### config.mk
export PLATFORM = sky130hd
export DESIGN_NAME = rot8000_utf8_stream_core
export DESIGN_NICKNAME = d
export VERILOG_FILES = /design/src/rtl/r8k_pkg.sv /design/src/rtl/r8k_front.sv /design/src/rtl/r8k_queue.sv /design/src/rtl/r8k_back.sv /design/src/rtl/rot8000_utf8_stream_core.sv
export SDC_FILE = /design/constraint.sdc
export NUM_CORES = 1
export LEC_CHECK = 0
export BUFFER_PORTS_ARGS = -buffer_cell sky130_fd_sc_hd__buf_2
export CAP_MARGIN = 20
export CORE_MARGIN = 3
export CORE_UTILIZATION = 25
export CTS_CLUSTER_SIZE = 14
export DETAILED_ROUTE_END_ITERATION = 10
export HOLD_SLACK_MARGIN = 0.02
export PLACE_DENSITY = 0.47
export SETUP_SLACK_MARGIN = 0.05
export SYNTH_ARGS = -nofsm -noshare
export SYNTH_HDL_FRONTEND = slang
export SYNTH_SLANG_ARGS = --single-unit
### constraint.sdc
create_clock -name clk -period 8.1 [get_ports clk]
set_input_delay 1.62 -clock clk [delete_from_list [all_inputs] [get_ports clk]]
set_output_delay 1.62 -clock clk [all_outputs]
set_load 0.005 [all_outputs]
### src/rtl/r8k_pkg.sv
// Shared types, constants and helper functions for the ROT8000 UTF-8 stream core.
// No dependencies; every other RTL file imports this package.
`default_nettype none

package r8k_pkg;

    localparam int unsigned CpWidth   = 21;
    localparam int unsigned TokDepth  = 2;

    localparam logic [CpWidth-1:0] RotLow   = 21'h000021;
    localparam logic [CpWidth-1:0] RotHigh  = 21'h007E7D;
    localparam logic [14:0]        RotOfs   = 15'h0021;
    localparam logic [14:0]        RotHalf  = 15'h4000;
    localparam logic [CpWidth-1:0] CpMax    = 21'h10FFFF;
    localparam logic [CpWidth-1:0] Max1Byte = 21'h00007F;
    localparam logic [CpWidth-1:0] Max2Byte = 21'h0007FF;
    localparam logic [CpWidth-1:0] Max3Byte = 21'h00FFFF;

    // Byte count of an encoded token, minus one.
    typedef enum logic [1:0] {
        LEN1 = 2'd0,
        LEN2 = 2'd1,
        LEN3 = 2'd2,
        LEN4 = 2'd3
    } enc_len_t;

    typedef struct packed {
        logic [7:0] data_byte;
        logic       stream_end;
    } in_item_t;

    typedef struct packed {
        logic [7:0] out_byte;
        logic       byte_valid;
        logic       run_last;
        logic       output_end;
    } out_item_t;

    // One code point (or raw byte, or bare end marker) waiting to be encoded.
    typedef struct packed {
        logic [CpWidth-1:0] value;
        enc_len_t           len;
        logic               byte_valid;
        logic               run_last;
        logic               output_end;
    } token_t;

    // Sequence length a lead byte calls for; 0 for a stray byte.
    function automatic logic [2:0] lead_len(input logic [7:0] b);
        logic [2:0] len;
        if (b[7] == 1'b0)
            len = 3'd1;
        else if (b[7:5] == 3'b110)
            len = 3'd2;
        else if (b[7:4] == 4'b1110)
            len = 3'd3;
        else if (b[7:3] == 5'b11110)
            len = 3'd4;
        else
            len = 3'd0;
        return len;
    endfunction

    // Byte number idx of the UTF-8 form of a token.
    function automatic logic [7:0] enc_byte(input logic [CpWidth-1:0] v,
                                            input enc_len_t len,
                                            input logic [1:0] idx);
        logic [7:0] b;
        b = 8'h00;
        unique case (len)
            LEN1: b = v[7:0];
            LEN2:
            begin
                if (idx == 2'd0)
                    b = {3'b110, v[10:6]};
                else
                    b = {2'b10, v[5:0]};
            end
            LEN3:
            begin
                if (idx == 2'd0)
                    b = {4'b1110, v[15:12]};
                else if (idx == 2'd1)
                    b = {2'b10, v[11:6]};
                else
                    b = {2'b10, v[5:0]};
            end
            LEN4:
            begin
                if (idx == 2'd0)
                    b = {5'b11110, v[20:18]};
                else if (idx == 2'd1)
                    b = {2'b10, v[17:12]};
                else if (idx == 2'd2)
                    b = {2'b10, v[11:6]};
                else
                    b = {2'b10, v[5:0]};
            end
            default: b = 8'h00;
        endcase
        return b;
    endfunction

endpackage

`default_nettype wire

### src/rtl/r8k_front.sv
// Front part: takes input bytes, holds unfinished sequences, and turns each
// closed buffer into tokens one per cycle, queue permitting. Depends on r8k_pkg.
`default_nettype none

module r8k_front
    import r8k_pkg::*;
(
    input  wire logic     clk,
    input  wire logic     rst_n,
    input  wire logic     push,
    input  wire in_item_t item,
    output logic          full,
    input  wire logic     tok_ready,
    output logic          tok_push,
    output token_t        tok
);

    logic [7:0] held_reg [3];
    logic [1:0] held_cnt_reg;
    logic [7:0] wbuf_reg [4];
    logic [2:0] wn_reg;
    logic       wlast_reg;
    logic       wbusy_reg;

    logic [7:0] buf_in [4];
    logic [2:0] n_in;
    logic [2:0] len_in;
    logic       hold;
    logic       acc;

    logic [2:0]         len;
    logic               take_raw;
    logic [2:0]         used;
    logic [2:0]         rem;
    logic               done;
    logic [CpWidth-1:0] cp;
    logic [14:0]        rot_t;
    logic [CpWidth-1:0] rot;
    logic               drop;
    logic               emit;
    logic               step;

    // Build the closed buffer: held bytes, then the new byte.
    always_comb
    begin
        for (int j = 0; j < 4; j++)
        begin
            if (j < 3 && 2'(j) != held_cnt_reg)
                buf_in[j] = held_reg[j < 3 ? j : 0];
            else
                buf_in[j] = item.data_byte;
        end
        n_in   = {1'b0, held_cnt_reg} + 3'd1;
        len_in = lead_len(buf_in[0]);
        hold   = !item.stream_end && len_in != 3'd0 && n_in < len_in;
    end

    // Parse step on the head of the work buffer.
    always_comb
    begin
        len      = lead_len(wbuf_reg[0]);
        take_raw = (len == 3'd0) || (len > wn_reg);
        used     = take_raw ? 3'd1 : len;
        rem      = wn_reg - used;
        done     = (rem == 3'd0);

        unique case (len)
            3'd2:    cp = {10'd0, wbuf_reg[0][4:0], wbuf_reg[1][5:0]};
            3'd3:    cp = {5'd0, wbuf_reg[0][3:0], wbuf_reg[1][5:0], wbuf_reg[2][5:0]};
            3'd4:    cp = {wbuf_reg[0][2:0], wbuf_reg[1][5:0], wbuf_reg[2][5:0],
                           wbuf_reg[3][5:0]};
            default: cp = {13'd0, wbuf_reg[0]};
        endcase

        rot_t = cp[14:0] - RotOfs + RotHalf;
        if (cp >= RotLow && cp <= RotHigh)
            rot = {6'd0, rot_t} + RotLow;
        else
            rot = cp;

        drop = !take_raw && (rot > CpMax);
        emit = !drop || (done && wlast_reg);

        tok.run_last   = done;
        tok.output_end = done && wlast_reg;
        if (take_raw)
        begin
            tok.value      = {13'd0, wbuf_reg[0]};
            tok.len        = LEN1;
            tok.byte_valid = 1'b1;
        end
        else if (drop)
        begin
            tok.value      = '0;
            tok.len        = LEN1;
            tok.byte_valid = 1'b0;
        end
        else
        begin
            tok.value      = rot;
            tok.byte_valid = 1'b1;
            if (rot <= Max1Byte)
                tok.len = LEN1;
            else if (rot <= Max2Byte)
                tok.len = LEN2;
            else if (rot <= Max3Byte)
                tok.len = LEN3;
            else
                tok.len = LEN4;
        end

        step     = wbusy_reg && (!emit || tok_ready);
        tok_push = wbusy_reg && emit && tok_ready;
        full     = wbusy_reg && !(step && done);
        acc      = push && !full;
    end

    always_ff @(posedge clk or negedge rst_n)
    begin
        if (!rst_n)
        begin
            held_cnt_reg <= 2'd0;
            wn_reg       <= 3'd0;
            wlast_reg    <= 1'b0;
            wbusy_reg    <= 1'b0;
            for (int j = 0; j < 3; j++)
                held_reg[j] <= 8'h00;
            for (int j = 0; j < 4; j++)
                wbuf_reg[j] <= 8'h00;
        end
        else
        begin
            if (acc && !hold)
            begin
                // load a closed buffer; the previous one finishes this cycle
                held_cnt_reg <= 2'd0;
                for (int j = 0; j < 4; j++)
                    wbuf_reg[j] <= buf_in[j];
                wn_reg    <= n_in;
                wlast_reg <= item.stream_end;
                wbusy_reg <= 1'b1;
            end
            else
            begin
                if (acc)
                begin
                    for (int j = 0; j < 3; j++)
                        held_reg[j] <= buf_in[j];
                    held_cnt_reg <= n_in[1:0];
                end
                if (step)
                begin
                    // advance past the consumed bytes
                    unique case (used)
                        3'd1:
                        begin
                            wbuf_reg[0] <= wbuf_reg[1];
                            wbuf_reg[1] <= wbuf_reg[2];
                            wbuf_reg[2] <= wbuf_reg[3];
                        end
                        3'd2:
                        begin
                            wbuf_reg[0] <= wbuf_reg[2];
                            wbuf_reg[1] <= wbuf_reg[3];
                        end
                        3'd3:    wbuf_reg[0] <= wbuf_reg[3];
                        default: wbuf_reg[0] <= wbuf_reg[0];
                    endcase
                    wn_reg <= rem;
                    if (done)
                        wbusy_reg <= 1'b0;
                end
            end
        end
    end

endmodule

`default_nettype wire

### src/rtl/r8k_queue.sv
// Short token queue between the front and back parts.
// Depends on r8k_pkg for the token type and depth.
`default_nettype none

module r8k_queue
    import r8k_pkg::*;
(
    input  wire logic   clk,
    input  wire logic   rst_n,
    input  wire logic   wr_en,
    input  wire token_t wr_tok,
    output logic        ready,
    input  wire logic   rd_en,
    output token_t      head,
    output logic        valid
);

    localparam int unsigned PtrW = $clog2(TokDepth);

    token_t            mem_reg [TokDepth];
    logic [PtrW-1:0]   wr_ptr_reg;
    logic [PtrW-1:0]   rd_ptr_reg;
    logic [PtrW:0]     count_reg;
    logic              do_wr;
    logic              do_rd;

    assign ready = (count_reg < (PtrW+1)'(TokDepth));
    assign valid = (count_reg != '0);
    assign head  = mem_reg[rd_ptr_reg];
    assign do_wr = wr_en && ready;
    assign do_rd = rd_en && valid;

    always_ff @(posedge clk or negedge rst_n)
    begin
        if (!rst_n)
        begin
            wr_ptr_reg <= '0;
            rd_ptr_reg <= '0;
            count_reg  <= '0;
        end
        else
        begin
            if (do_wr)
                wr_ptr_reg <= wr_ptr_reg + 1'b1;
            if (do_rd)
                rd_ptr_reg <= rd_ptr_reg + 1'b1;
            if (do_wr && !do_rd)
                count_reg <= count_reg + 1'b1;
            else if (do_rd && !do_wr)
                count_reg <= count_reg - 1'b1;
        end
    end

    always_ff @(posedge clk)
    begin
        if (do_wr)
            mem_reg[wr_ptr_reg] <= wr_tok;
    end

endmodule

`default_nettype wire

### src/rtl/r8k_back.sv
// Back part: encodes queued tokens as UTF-8 into the result register, one
// byte per cycle while that register is free or popped. Depends on r8k_pkg.
`default_nettype none

module r8k_back
    import r8k_pkg::*;
(
    input  wire logic   clk,
    input  wire logic   rst_n,
    input  wire token_t head,
    input  wire logic   head_valid,
    output logic        head_pop,
    input  wire logic   pop,
    output logic        empty,
    output out_item_t   result
);

    out_item_t  out_reg;
    logic       ovalid_reg;
    logic [1:0] idx_reg;
    logic       slot;
    logic       fire;
    logic       final_byte;

    assign slot       = !ovalid_reg || pop;
    assign fire       = head_valid && slot;
    assign final_byte = (idx_reg == head.len);
    assign head_pop   = fire && final_byte;
    assign empty      = !ovalid_reg;
    assign result     = out_reg;

    always_ff @(posedge clk or negedge rst_n)
    begin
        if (!rst_n)
        begin
            ovalid_reg <= 1'b0;
            idx_reg    <= 2'd0;
        end
        else
        begin
            if (fire)
                ovalid_reg <= 1'b1;
            else if (pop)
                ovalid_reg <= 1'b0;
            if (fire)
                idx_reg <= final_byte ? 2'd0 : idx_reg + 2'd1;
        end
    end

    always_ff @(posedge clk)
    begin
        if (fire)
        begin
            out_reg.out_byte   <= enc_byte(head.value, head.len, idx_reg);
            out_reg.byte_valid <= head.byte_valid;
            out_reg.run_last   <= head.run_last && final_byte;
            out_reg.output_end <= head.output_end && final_byte;
        end
    end

endmodule

`default_nettype wire

### src/rtl/rot8000_utf8_stream_core.sv
// Top level of the ROT8000 UTF-8 stream core: front parser, token queue and
// byte encoder. Depends on r8k_pkg, r8k_front, r8k_queue and r8k_back.
//
//  channel  | handshake            | payload
//  ---------+----------------------+-----------------------------------------
//  input    | push / full          | item   (data_byte, stream_end)
//  result   | empty / pop          | result (out_byte, byte_valid, run_last,
//           |                      |         output_end)
//
// The front takes one byte per cycle unless full and turns a closed sequence
// into a token; a stream end with an incomplete sequence parses one token per
// cycle while the queue has room, up to three. The back emits one output byte
// per cycle while its result slot is free; an item yields 0 to 7 bytes, 3 for
// rotated ASCII. Reset is asynchronous and needs no clearing pass. A two-entry
// token queue lets the parser run ahead while the result side stalls on pop.
`default_nettype none

module rot8000_utf8_stream_core
    import r8k_pkg::*;
(
    input  wire logic     clk,
    input  wire logic     rst_n,
    input  wire logic     push,
    output logic          full,
    input  wire in_item_t item,
    output logic          empty,
    input  wire logic     pop,
    output out_item_t     result
);

    // tokens from the parser into the queue
    token_t tok;
    logic   tok_push;
    logic   tok_ready;

    // queue head toward the encoder
    token_t head;
    logic   head_valid;
    logic   head_pop;

    // Hold partial sequences, classify bytes, and emit code-point tokens.
    r8k_front u_front (
        .clk       (clk),
        .rst_n     (rst_n),
        .push      (push),
        .item      (item),
        .full      (full),
        .tok_ready (tok_ready),
        .tok_push  (tok_push),
        .tok       (tok)
    );

    // Decouple the parser from the encoder.
    r8k_queue u_queue (
        .clk    (clk),
        .rst_n  (rst_n),
        .wr_en  (tok_push),
        .wr_tok (tok),
        .ready  (tok_ready),
        .rd_en  (head_pop),
        .head   (head),
        .valid  (head_valid)
    );

    // Encode each token as UTF-8 and drive the result register.
    r8k_back u_back (
        .clk        (clk),
        .rst_n      (rst_n),
        .head       (head),
        .head_valid (head_valid),
        .head_pop   (head_pop),
        .pop        (pop),
        .empty      (empty),
        .result     (result)
    );

    // the end of the stream always closes the run of the final item
    a_end_closes_run: assert property (@(posedge clk) disable iff (!rst_n)
        !empty && result.output_end |-> result.run_last)
        else $error("output_end without run_last");

    // a bare end marker only ever appears as the last result of a stream
    a_bare_marker_is_end: assert property (@(posedge clk) disable iff (!rst_n)
        !empty && !result.byte_valid |-> result.output_end)
        else $error("bare marker not at stream end");

    // an end-of-stream token is always the last token of its item
    a_tok_end_is_last: assert property (@(posedge clk) disable iff (!rst_n)
        tok_push && tok.output_end |-> tok.run_last)
        else $error("end token not last of its item");

endmodule

`default_nettype wire

==> Word level (Yosys, flattened, before mapping) <==
Memories as Yosys holds them, arrays and structs flattened.
Index checks and enable logic that the tools add are counted.
W data, S select, Z words.
{ "totals": {"output_inout_bits": 13, "romBits": 0, "in_bits": 13, "latchBits": 0, "mem_bits_rw": 52, "memories": 1, "regBits": 81, "word_cells": 160} }
{ "mem_list": {"columns": ["name", "words", "width", "rd", "rd_clocked_by_memory_dff", "wr", "line", "source"], "rows": [
  ["u_queue.mem_reg", 2, 26, 1, 0, 1, "r8k_queue.sv:20", "token_t mem_reg [TokDepth];"]
]} }
{ "op_classes": {"mux": 45, "n_div": 0, "n_mul": 0, "eq_ne": 20, "n_addsub": 10, "shifts": 0, "bitwise_logic": 1, "n_lt_le_gt_ge": 9, "reduce_logical": 54} }
{ "op_table": {"columns": ["op", "n"], "rows": [
  ["$mux W24", 4],
  ["$pmux W21 S3", 1],
  ["$mux W8", 7],
  ["$mux W3", 11],
  ["$pmux W8 S4", 1],
  ["$pmux W8 S3", 1],
  ["$ge A21 B6 Y1 const B", 1],
  ["$gt A21 B21 Y1 const B", 1],
  ["$le A21 B11 Y1 const B", 1],
  ["$le A21 B15 Y1 const B", 1],
  ["$le A21 B16 Y1 const B", 1],
  ["$le A21 B7 Y1 const B", 1],
  ["$mux W21", 1],
  ["$logic_and A1 B1 Y1", 20],
  ["$add A15 B6 Y16 const B", 1],
  ["$pmux W8 S2", 1],
  ["$reduce_bool A2 Y1", 8],
  ["$add A15 B15 Y15 const B", 1],
  ["$sub A15 B6 Y15 const B", 1],
  ["$mux W2", 7],
  ["$eq A3 B2 Y1 const B", 4],
  ["$mux W6", 2],
  ["$eq A5 B5 Y1 const B", 2],
  ["$logic_not A1 Y1", 10],
  ["other kinds (25)", 50]
]} }

==> Longest topological paths before layout <==
Gate-level depths: netlist of run 1.
{ "logic_depth": {"word_depth": 26, "ltp_mapped": 25, "depth_no_buf": 22} }

==> Hierarchy <==
Synthesis of run 1 repeated with hierarchy kept, for this count alone.
{ "hier_totals": {"hier_cells": 839, "area_unflattened_um2": 8912.3} }
{ "by_module_without_submodules": {"columns": ["module", "n_inst", "area_each_um2", "cells_per_inst"], "rows": [
  ["r8k_front", 1, 5690.5, 636],
  ["r8k_queue", 1, 2169.6, 98],
  ["r8k_back", 1, 1052.3, 105]
]} }

==> Worst setup path before layout of run 1 <==
Ideal clock, no wire load.
{ "synth_timing": {"kind": "register to output", "from": "reg u_front.wbuf_reg[30] (netlist name)", "to": "out full", "path_buffers": 3, "setup_slack_ns": 2.036, "stages_incl_launch_ff": 23, "arrival_time_ns": 4.444, "t_required_ns": 6.480, "path_cell_list": "dfrtp_1 -> buf_6 -> and4_4 -> nand2_4 -> inv_2 -> a221o_1 -> buf_4 -> inv_2 -> ha_1 -> buf_1 -> inv_1 -> a2111o_1 -> o21ai_2 -> nand2_1 -> o21ai_0 -> o211ai_1 -> mux2_1 -> a211o_1 -> nor4_4 -> a21oi_2 -> o21ai_0 -> and2_1 -> nor2_1"} }
{ "synth_between": {"elab_chain_cells": 21, "elab_cells_between_ends": 36, "cone_classes": "add/sub: 4; order compare: 4; eq/ne: 6; mux: 7; reduce/logical: 15"} }
{ "synth_lines": {"columns": ["item", "line", "source"], "rows": [
  ["start: declaration", "r8k_front.sv:20", "logic [7:0] wbuf_reg [4];"],
  ["start signal: indexed assignment", "r8k_front.sv:138", "wbuf_reg[j] <= buf_in[j];"],
  ["$eq A5 B5 Y1", "r8k_pkg.sv:57", "else if (b[7:3] == 5'b11110)"],
  ["$mux W3", "r8k_pkg.sv:57", null],
  ["$mux W3", "r8k_pkg.sv:55", "else if (b[7:4] == 4'b1110)"],
  ["$mux W3", "r8k_pkg.sv:53", "else if (b[7:5] == 3'b110)"],
  ["$mux W3", "r8k_pkg.sv:51", "if (b[7] == 1'b0)"],
  ["$eq A3 B3 Y1 / $eq A3 B2 Y1 (equally long branches)", "r8k_front.sv:67", "unique case (len)"],
  ["$pmux W21 S3", "r8k_front.sv:67", null],
  ["$sub A15 B6 Y15", "r8k_front.sv:75", "rot_t = cp[14:0] - RotOfs + RotHalf;"],
  ["(+5 left out)", null, null],
  ["$logic_not A1 Y1", "r8k_front.sv:82", "emit = !drop || (done && wlast_reg);"],
  ["$logic_or A1 B1 Y1", "r8k_front.sv:82", null],
  ["$logic_not A1 Y1", "r8k_front.sv:112", "step = wbusy_reg && (!emit || tok_ready);"],
  ["$logic_or A1 B1 Y1", "r8k_front.sv:112", null],
  ["$logic_and A1 B1 Y1", "r8k_front.sv:112", null],
  ["$logic_and A1 B1 Y1 *", "r8k_front.sv:114", "full = wbusy_reg && !(step && done);"],
  ["$logic_not A1 Y1 *", "r8k_front.sv:114", null],
  ["$logic_and A1 B1 Y1 *", "r8k_front.sv:114", null],
  ["end: declaration", "rot8000_utf8_stream_core.sv:24", "output logic full,"]
]} }
Every way passes the cells marked *; elsewhere a longest branch is shown, timed or not.

==> Final worst setup path of run 1 <==
{ "layout_timing": {"from": "reg u_front.wbuf_reg[31] (netlist name)", "to": "out full"} }
Same word-level chain as after synthesis.

==> results of run 1 <==
==> final cells by class <==
class                           count  area (µm²)
Timing Repair Buffer               41       247.7
Tap cell                          455       569.3
Inverter                           26       100.1
Multi-Input combinational cell    711        4996
Sequential cell                   133        3645
Fill cell                        3704       24890
Clock buffer                       17       425.4
Clock inverter                     15       180.2
==> metal layers <==
metal / wire (µm) / part of all wire, %
met4: 442 / 1.7
met2: 11830 / 45
met3: 948 / 3.6
met5: 0 / 0
met1: 12820 / 49
==> where the power goes <==
| part | switching [µW] | total, µW | leakage (µW) | internal (µW) |
|---|---|---|---|---|
| Clock | 316 | 801 | 0.000290 | 486 |
| Combinational | 1770 | 2860 | 0.00226 | 1090 |
| Sequential | 276 | 1420 | 0.00147 | 1140 |
==> cell families after synthesis <==
logic type / Yosys count / synth area share (%)
flip-flops: 133 / 40.44
AO/OA/AOI/OAI: 255 / 19.68
multiplexers: 107 / 12.85
AND/OR/NAND/NOR: 306 / 17.81
buffers and inverters: 86 / 4.208
XOR/XNOR: 25 / 2.431
adder cells (fa/ha/maj): 18 / 2.583
==> cells in the mapped netlist, types with 5 or more instances <==
cell type | count | area share [%]
and3b_1 | 6 | 0.58
xnor2_1 | 19 | 1.8
and2_1 | 13 | 0.90
dfrtp_1 | 70 | 19
o21ai_0 | 52 | 2.9
nor3_1 | 30 | 1.7
nand4_1 | 8 | 0.56
xor2_1 | 6 | 0.58
inv_1 | 20 | 0.83
o22ai_1 | 14 | 0.97
mux2_2 | 46 | 5.8
and3_1 | 15 | 1.0
mux2i_1 | 56 | 6.2
clkbuf_1 | 32 | 1.3
edfxtp_1 | 63 | 21
a21o_1 | 7 | 0.58
ha_1 | 17 | 2.4
buf_2 | 16 | 0.89
or3_1 | 6 | 0.42
nand2_1 | 71 | 3.0
nand2b_1 | 11 | 0.76
buf_1 | 6 | 0.25
nand3b_1 | 9 | 0.75
a32oi_1 | 8 | 0.78
a31oi_1 | 8 | 0.56
a21oi_1 | 68 | 3.8
o211ai_1 | 11 | 0.92
or2_2 | 6 | 0.42
nor2_1 | 72 | 3.0
nand3_1 | 20 | 1.1
nor2b_1 | 13 | 0.90
o31ai_1 | 5 | 0.42
a211oi_1 | 11 | 0.92
nor4_1 | 8 | 0.56
==> what timing repair did <==
| action | CTS | global route |
|---|---|---|
| setup buffers | 0 | 0 |
| gates resized for setup | 0 | 3 |
| endpoints found under the setup margin | 0 | 1 |
==> final timing paths <==
check	slack, ns	to	from
setup reg to reg	1.52	u_front.wbuf_reg[15]$_DFFE_PN0P_	u_front.wbuf_reg[31]$_DFFE_PN0P_
max in group asynchronous	6.09	u_front.wbuf_reg[30]$_DFFE_PN0P_	rst_n
setup / recovery	0.56	full	u_front.wbuf_reg[31]$_DFFE_PN0P_
min in group asynchronous	1.32	u_front.wbuf_reg[2]$_DFFE_PN0P_	rst_n
hold reg to reg	0.48	u_front.held_reg[22]$_DFFE_PN0P_	u_front.held_reg[22]$_DFFE_PN0P_
hold / removal	0.48	u_front.held_reg[22]$_DFFE_PN0P_	u_front.held_reg[22]$_DFFE_PN0P_
==> worst max-delay path: stages, from the launching register on <==
cell and delay [ns]:
dfrtp_1 0.67, and4_4 0.37, nand2_4 0.07, inv_2 0.34, a221o_1 0.53, inv_2 0.15, ha_2 0.29, inv_1 0.18
a2111o_1 0.24, a2111oi_0 0.09, o21ai_0 0.38, o21ai_0 0.25, o211ai_1 0.21, mux2_1 0.38, a211o_1 0.31, nor4_4 0.35
a21oi_2 0.16, o21ai_0 0.17, and2_1 0.16, nor2_1 0.04, buf_2 0.13
==> per-stage QoR <==
step,setup WS [ns],utilization (%),hold WS (ns),instance area [µm²],cells
finish,0.5627,28.99,0.4819,10160,1398
global route,0.05910,28.99,0.5128,10160,1398
CTS,0.3981,28.97,0.4862,10160,1398
detailed placement,0.9116,27.25,0.4721,9550,1366
global placement,0.9736,27.25,0.4653,9550,1366
floorplan,2.036,-,0.4488,9009,930
==> impl_metrics.yaml, run 1 <==
status:
  status: "complete, no violations"
critical_path:
  r2r_cells: 19
  end_kind: "primary output"
  path_class: "register to primary output"
  critPathLaunchType: "register"
  required_ns: 6.48
  crit_fanout: 21
  cp.arrival_ns: 5.92
floorplan:
  die_h_um: 195.8
  start_util_pct: 25.70
  die_area_um2: 38350
  die_x_um: 195.8
  ioPinCount: 26
  core-area_um2: 35050
  rows: 68
yosys:
  async_flop_share_pct: 52.63
  synth_area_um2: 9009
  synth_nets: 961
  synth_cell_types: 96
  synthFlopType: "dfrtp_1"
  synth-edff-count: 63
  synth-seq-area-share_pct: 40.44
  syn_area_per_cell_um2: 9.687
  ys.warnings.count: 0
  syn_inst: 930
  ys_ff_latch: 133
drt:
  firstDrtPassIters: 5
  vias_per_cell: 5.170
  num_vias: 7227
  drc: 0
  drt_iter0_markers: 523
  drtAntennaViolNets: 0
  routed_wl_um: 26040
  avgRoutedWirePerCell_um: 18.63
layout:
  antennaDiodeCount: 0
  final_cell_mix: "72 x nor2_1, 71 x nand2_1, 69 x dfrtp_1, 67 x a21oi_1, 63 x edfxtp_1"
  largest_register_ff_count: 52
  drive_gt1_share_pct: 17.60
  area_growth_pct: 12.82
  nNetsFinal: 961
  final_common_cell: "nor2_1"
placement:
  dp_hpwl_um: 18900
  io_buffer_count: 25
  routabilityCongestion: 0.8809
timing:
  setup_viol: 0
  drv_slew: 0
  finalHoldViolCount: 0
  slew_headroom_pct: 26.72
  worstMarginPinSlew_ns: 1.094
  fin_crit_sh_pct: 93.05
  clock-skew-final_ns: 0.007420
  rsz0062_at_grt: "false"
  fin_crit_ns: 7.537
  fin_tns_setup_ns: 0
  fmax_ghz: 0.1327
grt:
  use_met1_pct: 19.68
  grt_max_degree: 71
  grt_busiest_layer: "met2"
  antenna_found_initial: 0
  grt_util_met3_pct: 2.524
  track_usage_pct: 13.74
  first_global_vias: 7139
  grt_pass1_wl_um: 41820
  gr-total-overflow: 0
  use_met2_pct: 21.26
cts:
  cts_tree: "done"
  clock_sink_count: 133
  htreeDepth: 4
  ctsHoldBuffers: 0
  insertion_delay_ns: 0.43
  clk_path_buf_depth: 2
  cts_root_buffer: "clkbuf_16"
  clkTransAtPathRegs_ns: 0.06
  cts_buffers: 17
flow_run:
  max_cap_violations: 0
pwr:
  cellLeakagePower_uw: 0.004014
  max-vdd-ir-drop_uv: 186.3
  p_per_area_nw_per_um2: 499.9
  p_total_uw: 5081
hold_path:
  hold_depth: 2
  hp-class: "register to register"
Note: power is estimated with default switching activity, not from simulation.
==> inputs of run 2 (changes only) <==
--- a/config.mk
+++ b/config.mk
@@ -16,4 +16,5 @@
 export SETUP_SLACK_MARGIN = 0.05
 export SYNTH_ARGS = -nofsm -noshare
 export SYNTH_HDL_FRONTEND = slang
+export SYNTH_HIERARCHICAL = 1
 export SYNTH_SLANG_ARGS = --single-unit
==> run 2 against run 1 <==
  * Routed wire length is 5.8% lower
  * Clock skew increased by 0.0020 ns
  * Final cell count shrank 6.2%
  * Sequential share of layout area increased by 0.81 points
  * Non-clock buffer count decreased by 3
  * Flip-flop and latch count unchanged
  * Register-to-register slack gained 0.11 ns
  * Synthesized area fell by 1.1%
  * First-iteration DRC count decreased by 20%
  * Critical path depth fell by 3
  * Synthesized cell count fell by 9.8%
  * Critical endpoint unchanged
  * Largest cell class unchanged
==> impl_metrics.yaml, run 2 <==
yosys:
  yosysMostFrequentCell: "dfrtp_1"
  synth-seq-area-share_pct: 40.88
  ys.warnings.count: 6
  async_flop_share_pct: 52.63
  ys_top_cells_by_area: "edfxtp_1 21%, dfrtp_1 20%, mux2i_1 6.6%"
  syn_inst: 839
  synth_top_area_cell: "edfxtp_1"
  synth_area_um2: 8912
  synth-edff-count: 63
  ys_ff_latch: 133
  synthFlopType: "dfrtp_1"
  synth.top_cell.area_share_pct: 21.23
  synth_nets: 871
  syn_area_per_cell_um2: 10.62
  synth_cell_types: 99
  synth_common_cells: "70 x dfrtp_1, 63 x edfxtp_1, 59 x mux2i_1"
timing:
  worstMarginPinSlew_ns: 1.032
  slew_headroom_pct: 31.22
  setup_viol: 0
  fmax_ghz: 0.1313
  fin_crit_ns: 7.615
  fin_tns_setup_ns: 0
  rsz0062_at_grt: "false"
  fin_crit_sh_pct: 94.01
  drv_slew: 0
  finalHoldViolCount: 0
  clock-skew-final_ns: 0.009437
layout:
  nNetsFinal: 875
  antennaDiodeCount: 0
  final_cell_mix: "70 x dfrtp_1, 63 x edfxtp_1, 59 x mux2i_1, 48 x nand2_1, 43 x nor2_1"
  area_growth_pct: 11.48
  largest_register_ff_count: 52
  final_common_cell: "dfrtp_1"
  drive_gt1_share_pct: 19.16
critical_path:
  cp.arrival_ns: 5.99
  crit_fanout: 20
  path_class: "register to primary output"
  critPathLaunchType: "register"
  required_ns: 6.48
  regToRegSetupSlack_ns: 1.63
  r2r_end: "u_queue/mem_reg[0][15]$_DFFE_PP_"
  r2r_cells: 19
  end_kind: "primary output"
  timing.rr.start: "u_front/wbuf_reg[30]$_DFFE_PN0P_"
hold_path:
  whs_endpoint: "u_front/held_reg[0]$_DFFE_PN0P_"
  hp-class: "register to register"
  hold_depth: 1
  hp-start: "u_front/held_reg[0]$_DFFE_PN0P_"
drt:
  routed_wl_um: 24540
  drc: 0
  drt_iter0_markers: 421
  num_vias: 6612
  drtAntennaViolNets: 0
  avgRoutedWirePerCell_um: 18.71
  firstDrtPassIters: 5
  vias_per_cell: 5.043
grt:
  first_global_vias: 6504
  gr-total-overflow: 0
  antenna_found_initial: 0
  grt_pass1_wl_um: 38630
  track_usage_pct: 12.90
  grt_max_degree: 71
cts:
  clk_path_buf_depth: 2
  clkTransAtPathRegs_ns: 0.06
  cts_buffers: 17
  cts_root_buffer: "clkbuf_16"
  post_cts_buffers: 0
  cts_tree: "done"
  ctsHoldBuffers: 0
  cts.repair.resized: 0
  htreeDepth: 4
  clock_sink_count: 133
  insertion_delay_ns: 0.43
placement:
  dp_hpwl_um: 17780
  routabilityCongestion: 0.8918
  io_buffer_count: 25
floorplan:
  ioPinCount: 26
  die_x_um: 194.8
  core-area_um2: 34800
  start_util_pct: 25.61
  rows: 68
  die_area_um2: 37950
  die_h_um: 194.8
flow_run:
  max_cap_violations: 0
status:
  status: "complete, no violations"
[run 2: how the worst max path moves through the flow]
stage / start / to / slack [ns] / depth (start not counted)
final: u_front/wbuf_reg[30]$_DFFE_PN0P_ / full / 0.49 / 17
after global routing: u_front/wbuf_reg[30]$_DFFE_PN0P_ / full / 0.06 / 17
after CTS: u_front/wbuf_reg[27]$_DFFE_PN0P_ / full / 0.48 / 16
after detailed placement: u_front/wbuf_reg[27]$_DFFE_PN0P_ / full / 0.96 / 16
after global placement: u_front/wbuf_reg[27]$_DFFE_PN0P_ / full / 1.06 / 16
after floorplan: u_front/wbuf_reg[30]$_DFFE_PN0P_ / full / 1.87 / 23
[run 2: logic make-up (layout without fill, tap and decap cells)]
| group | Yosys count | in the layout | synth area share [%] |
|---|---|---|---|
| AO/OA/AOI/OAI | 190 | 190 | 16.52 |
| flip-flops | 133 | 133 | 40.88 |
| AND/OR/NAND/NOR | 257 | 257 | 16.09 |
| multiplexers | 133 | 133 | 16.78 |
| adder cells (fa/ha/maj) | 19 | 19 | 2.752 |
| XOR/XNOR | 24 | 24 | 2.359 |
| buffers and inverters | 83 | 100 | 4.619 |
[run 2: through the flow]
stage               hold slack (ns)  instance area, µm²  instances  util (%)  worst slack (ns)
detailed placement           0.4708                9415       1279     27.06            0.9597
global placement             0.4625                9415       1279     27.06             1.059
floorplan                    0.4541                8912        839         -             1.870
global route                 0.4998                9936       1311     28.55           0.06472
CTS                          0.4830                9932       1311     28.54            0.4847
finish                       0.4796                9936       1311     28.55            0.4853
[run 2: per-layer routing]
metal / wire length (µm) / part of all wire, % / GRT usage (%) / vias to the layer above
met5: 0 / 0 / 0 / -
met2: 11300 / 46 / 20.37 / 132
met4: 480 / 2.0 / 3.565 / 0
met1: 11850 / 48 / 17.93 / 3266
li1: - / - / - / 3183
met3: 901 / 3.7 / 2.721 / 31
[run 2: critical path: stages, from the launching register on]
cell and delay (ns):
dfrtp_1 0.68, nand2_1 0.40, nor2_1 0.32, a2bb2oi_1 0.28, inv_2 0.13, ha_1 0.28
o2111ai_1 0.19, nand2_1 0.37, xnor2_1 0.53, nor2_2 0.17, a21o_1 0.21, a211o_1 0.26
a2111o_1 0.44, nor2_2 0.16, a31oi_1 0.19, o311ai_4 0.44, inv_2 0.29, buf_2 0.22
[run 2: area by class of cell]
type / instances / area [µm²]
multi-input combinational: 623 / 4866
clock buffer: 17 / 425.4
tap: 455 / 569.3
inverter: 30 / 115.1
timing repair buffer: 38 / 225.2
sequential: 133 / 3643
clock inverter: 15 / 91.34
fill: 3613 / 24860
Power of run 2 is left out: the tool's default activity adds up to more than one toggle a clock period on the data nets, which glitch-free logic cannot reach.
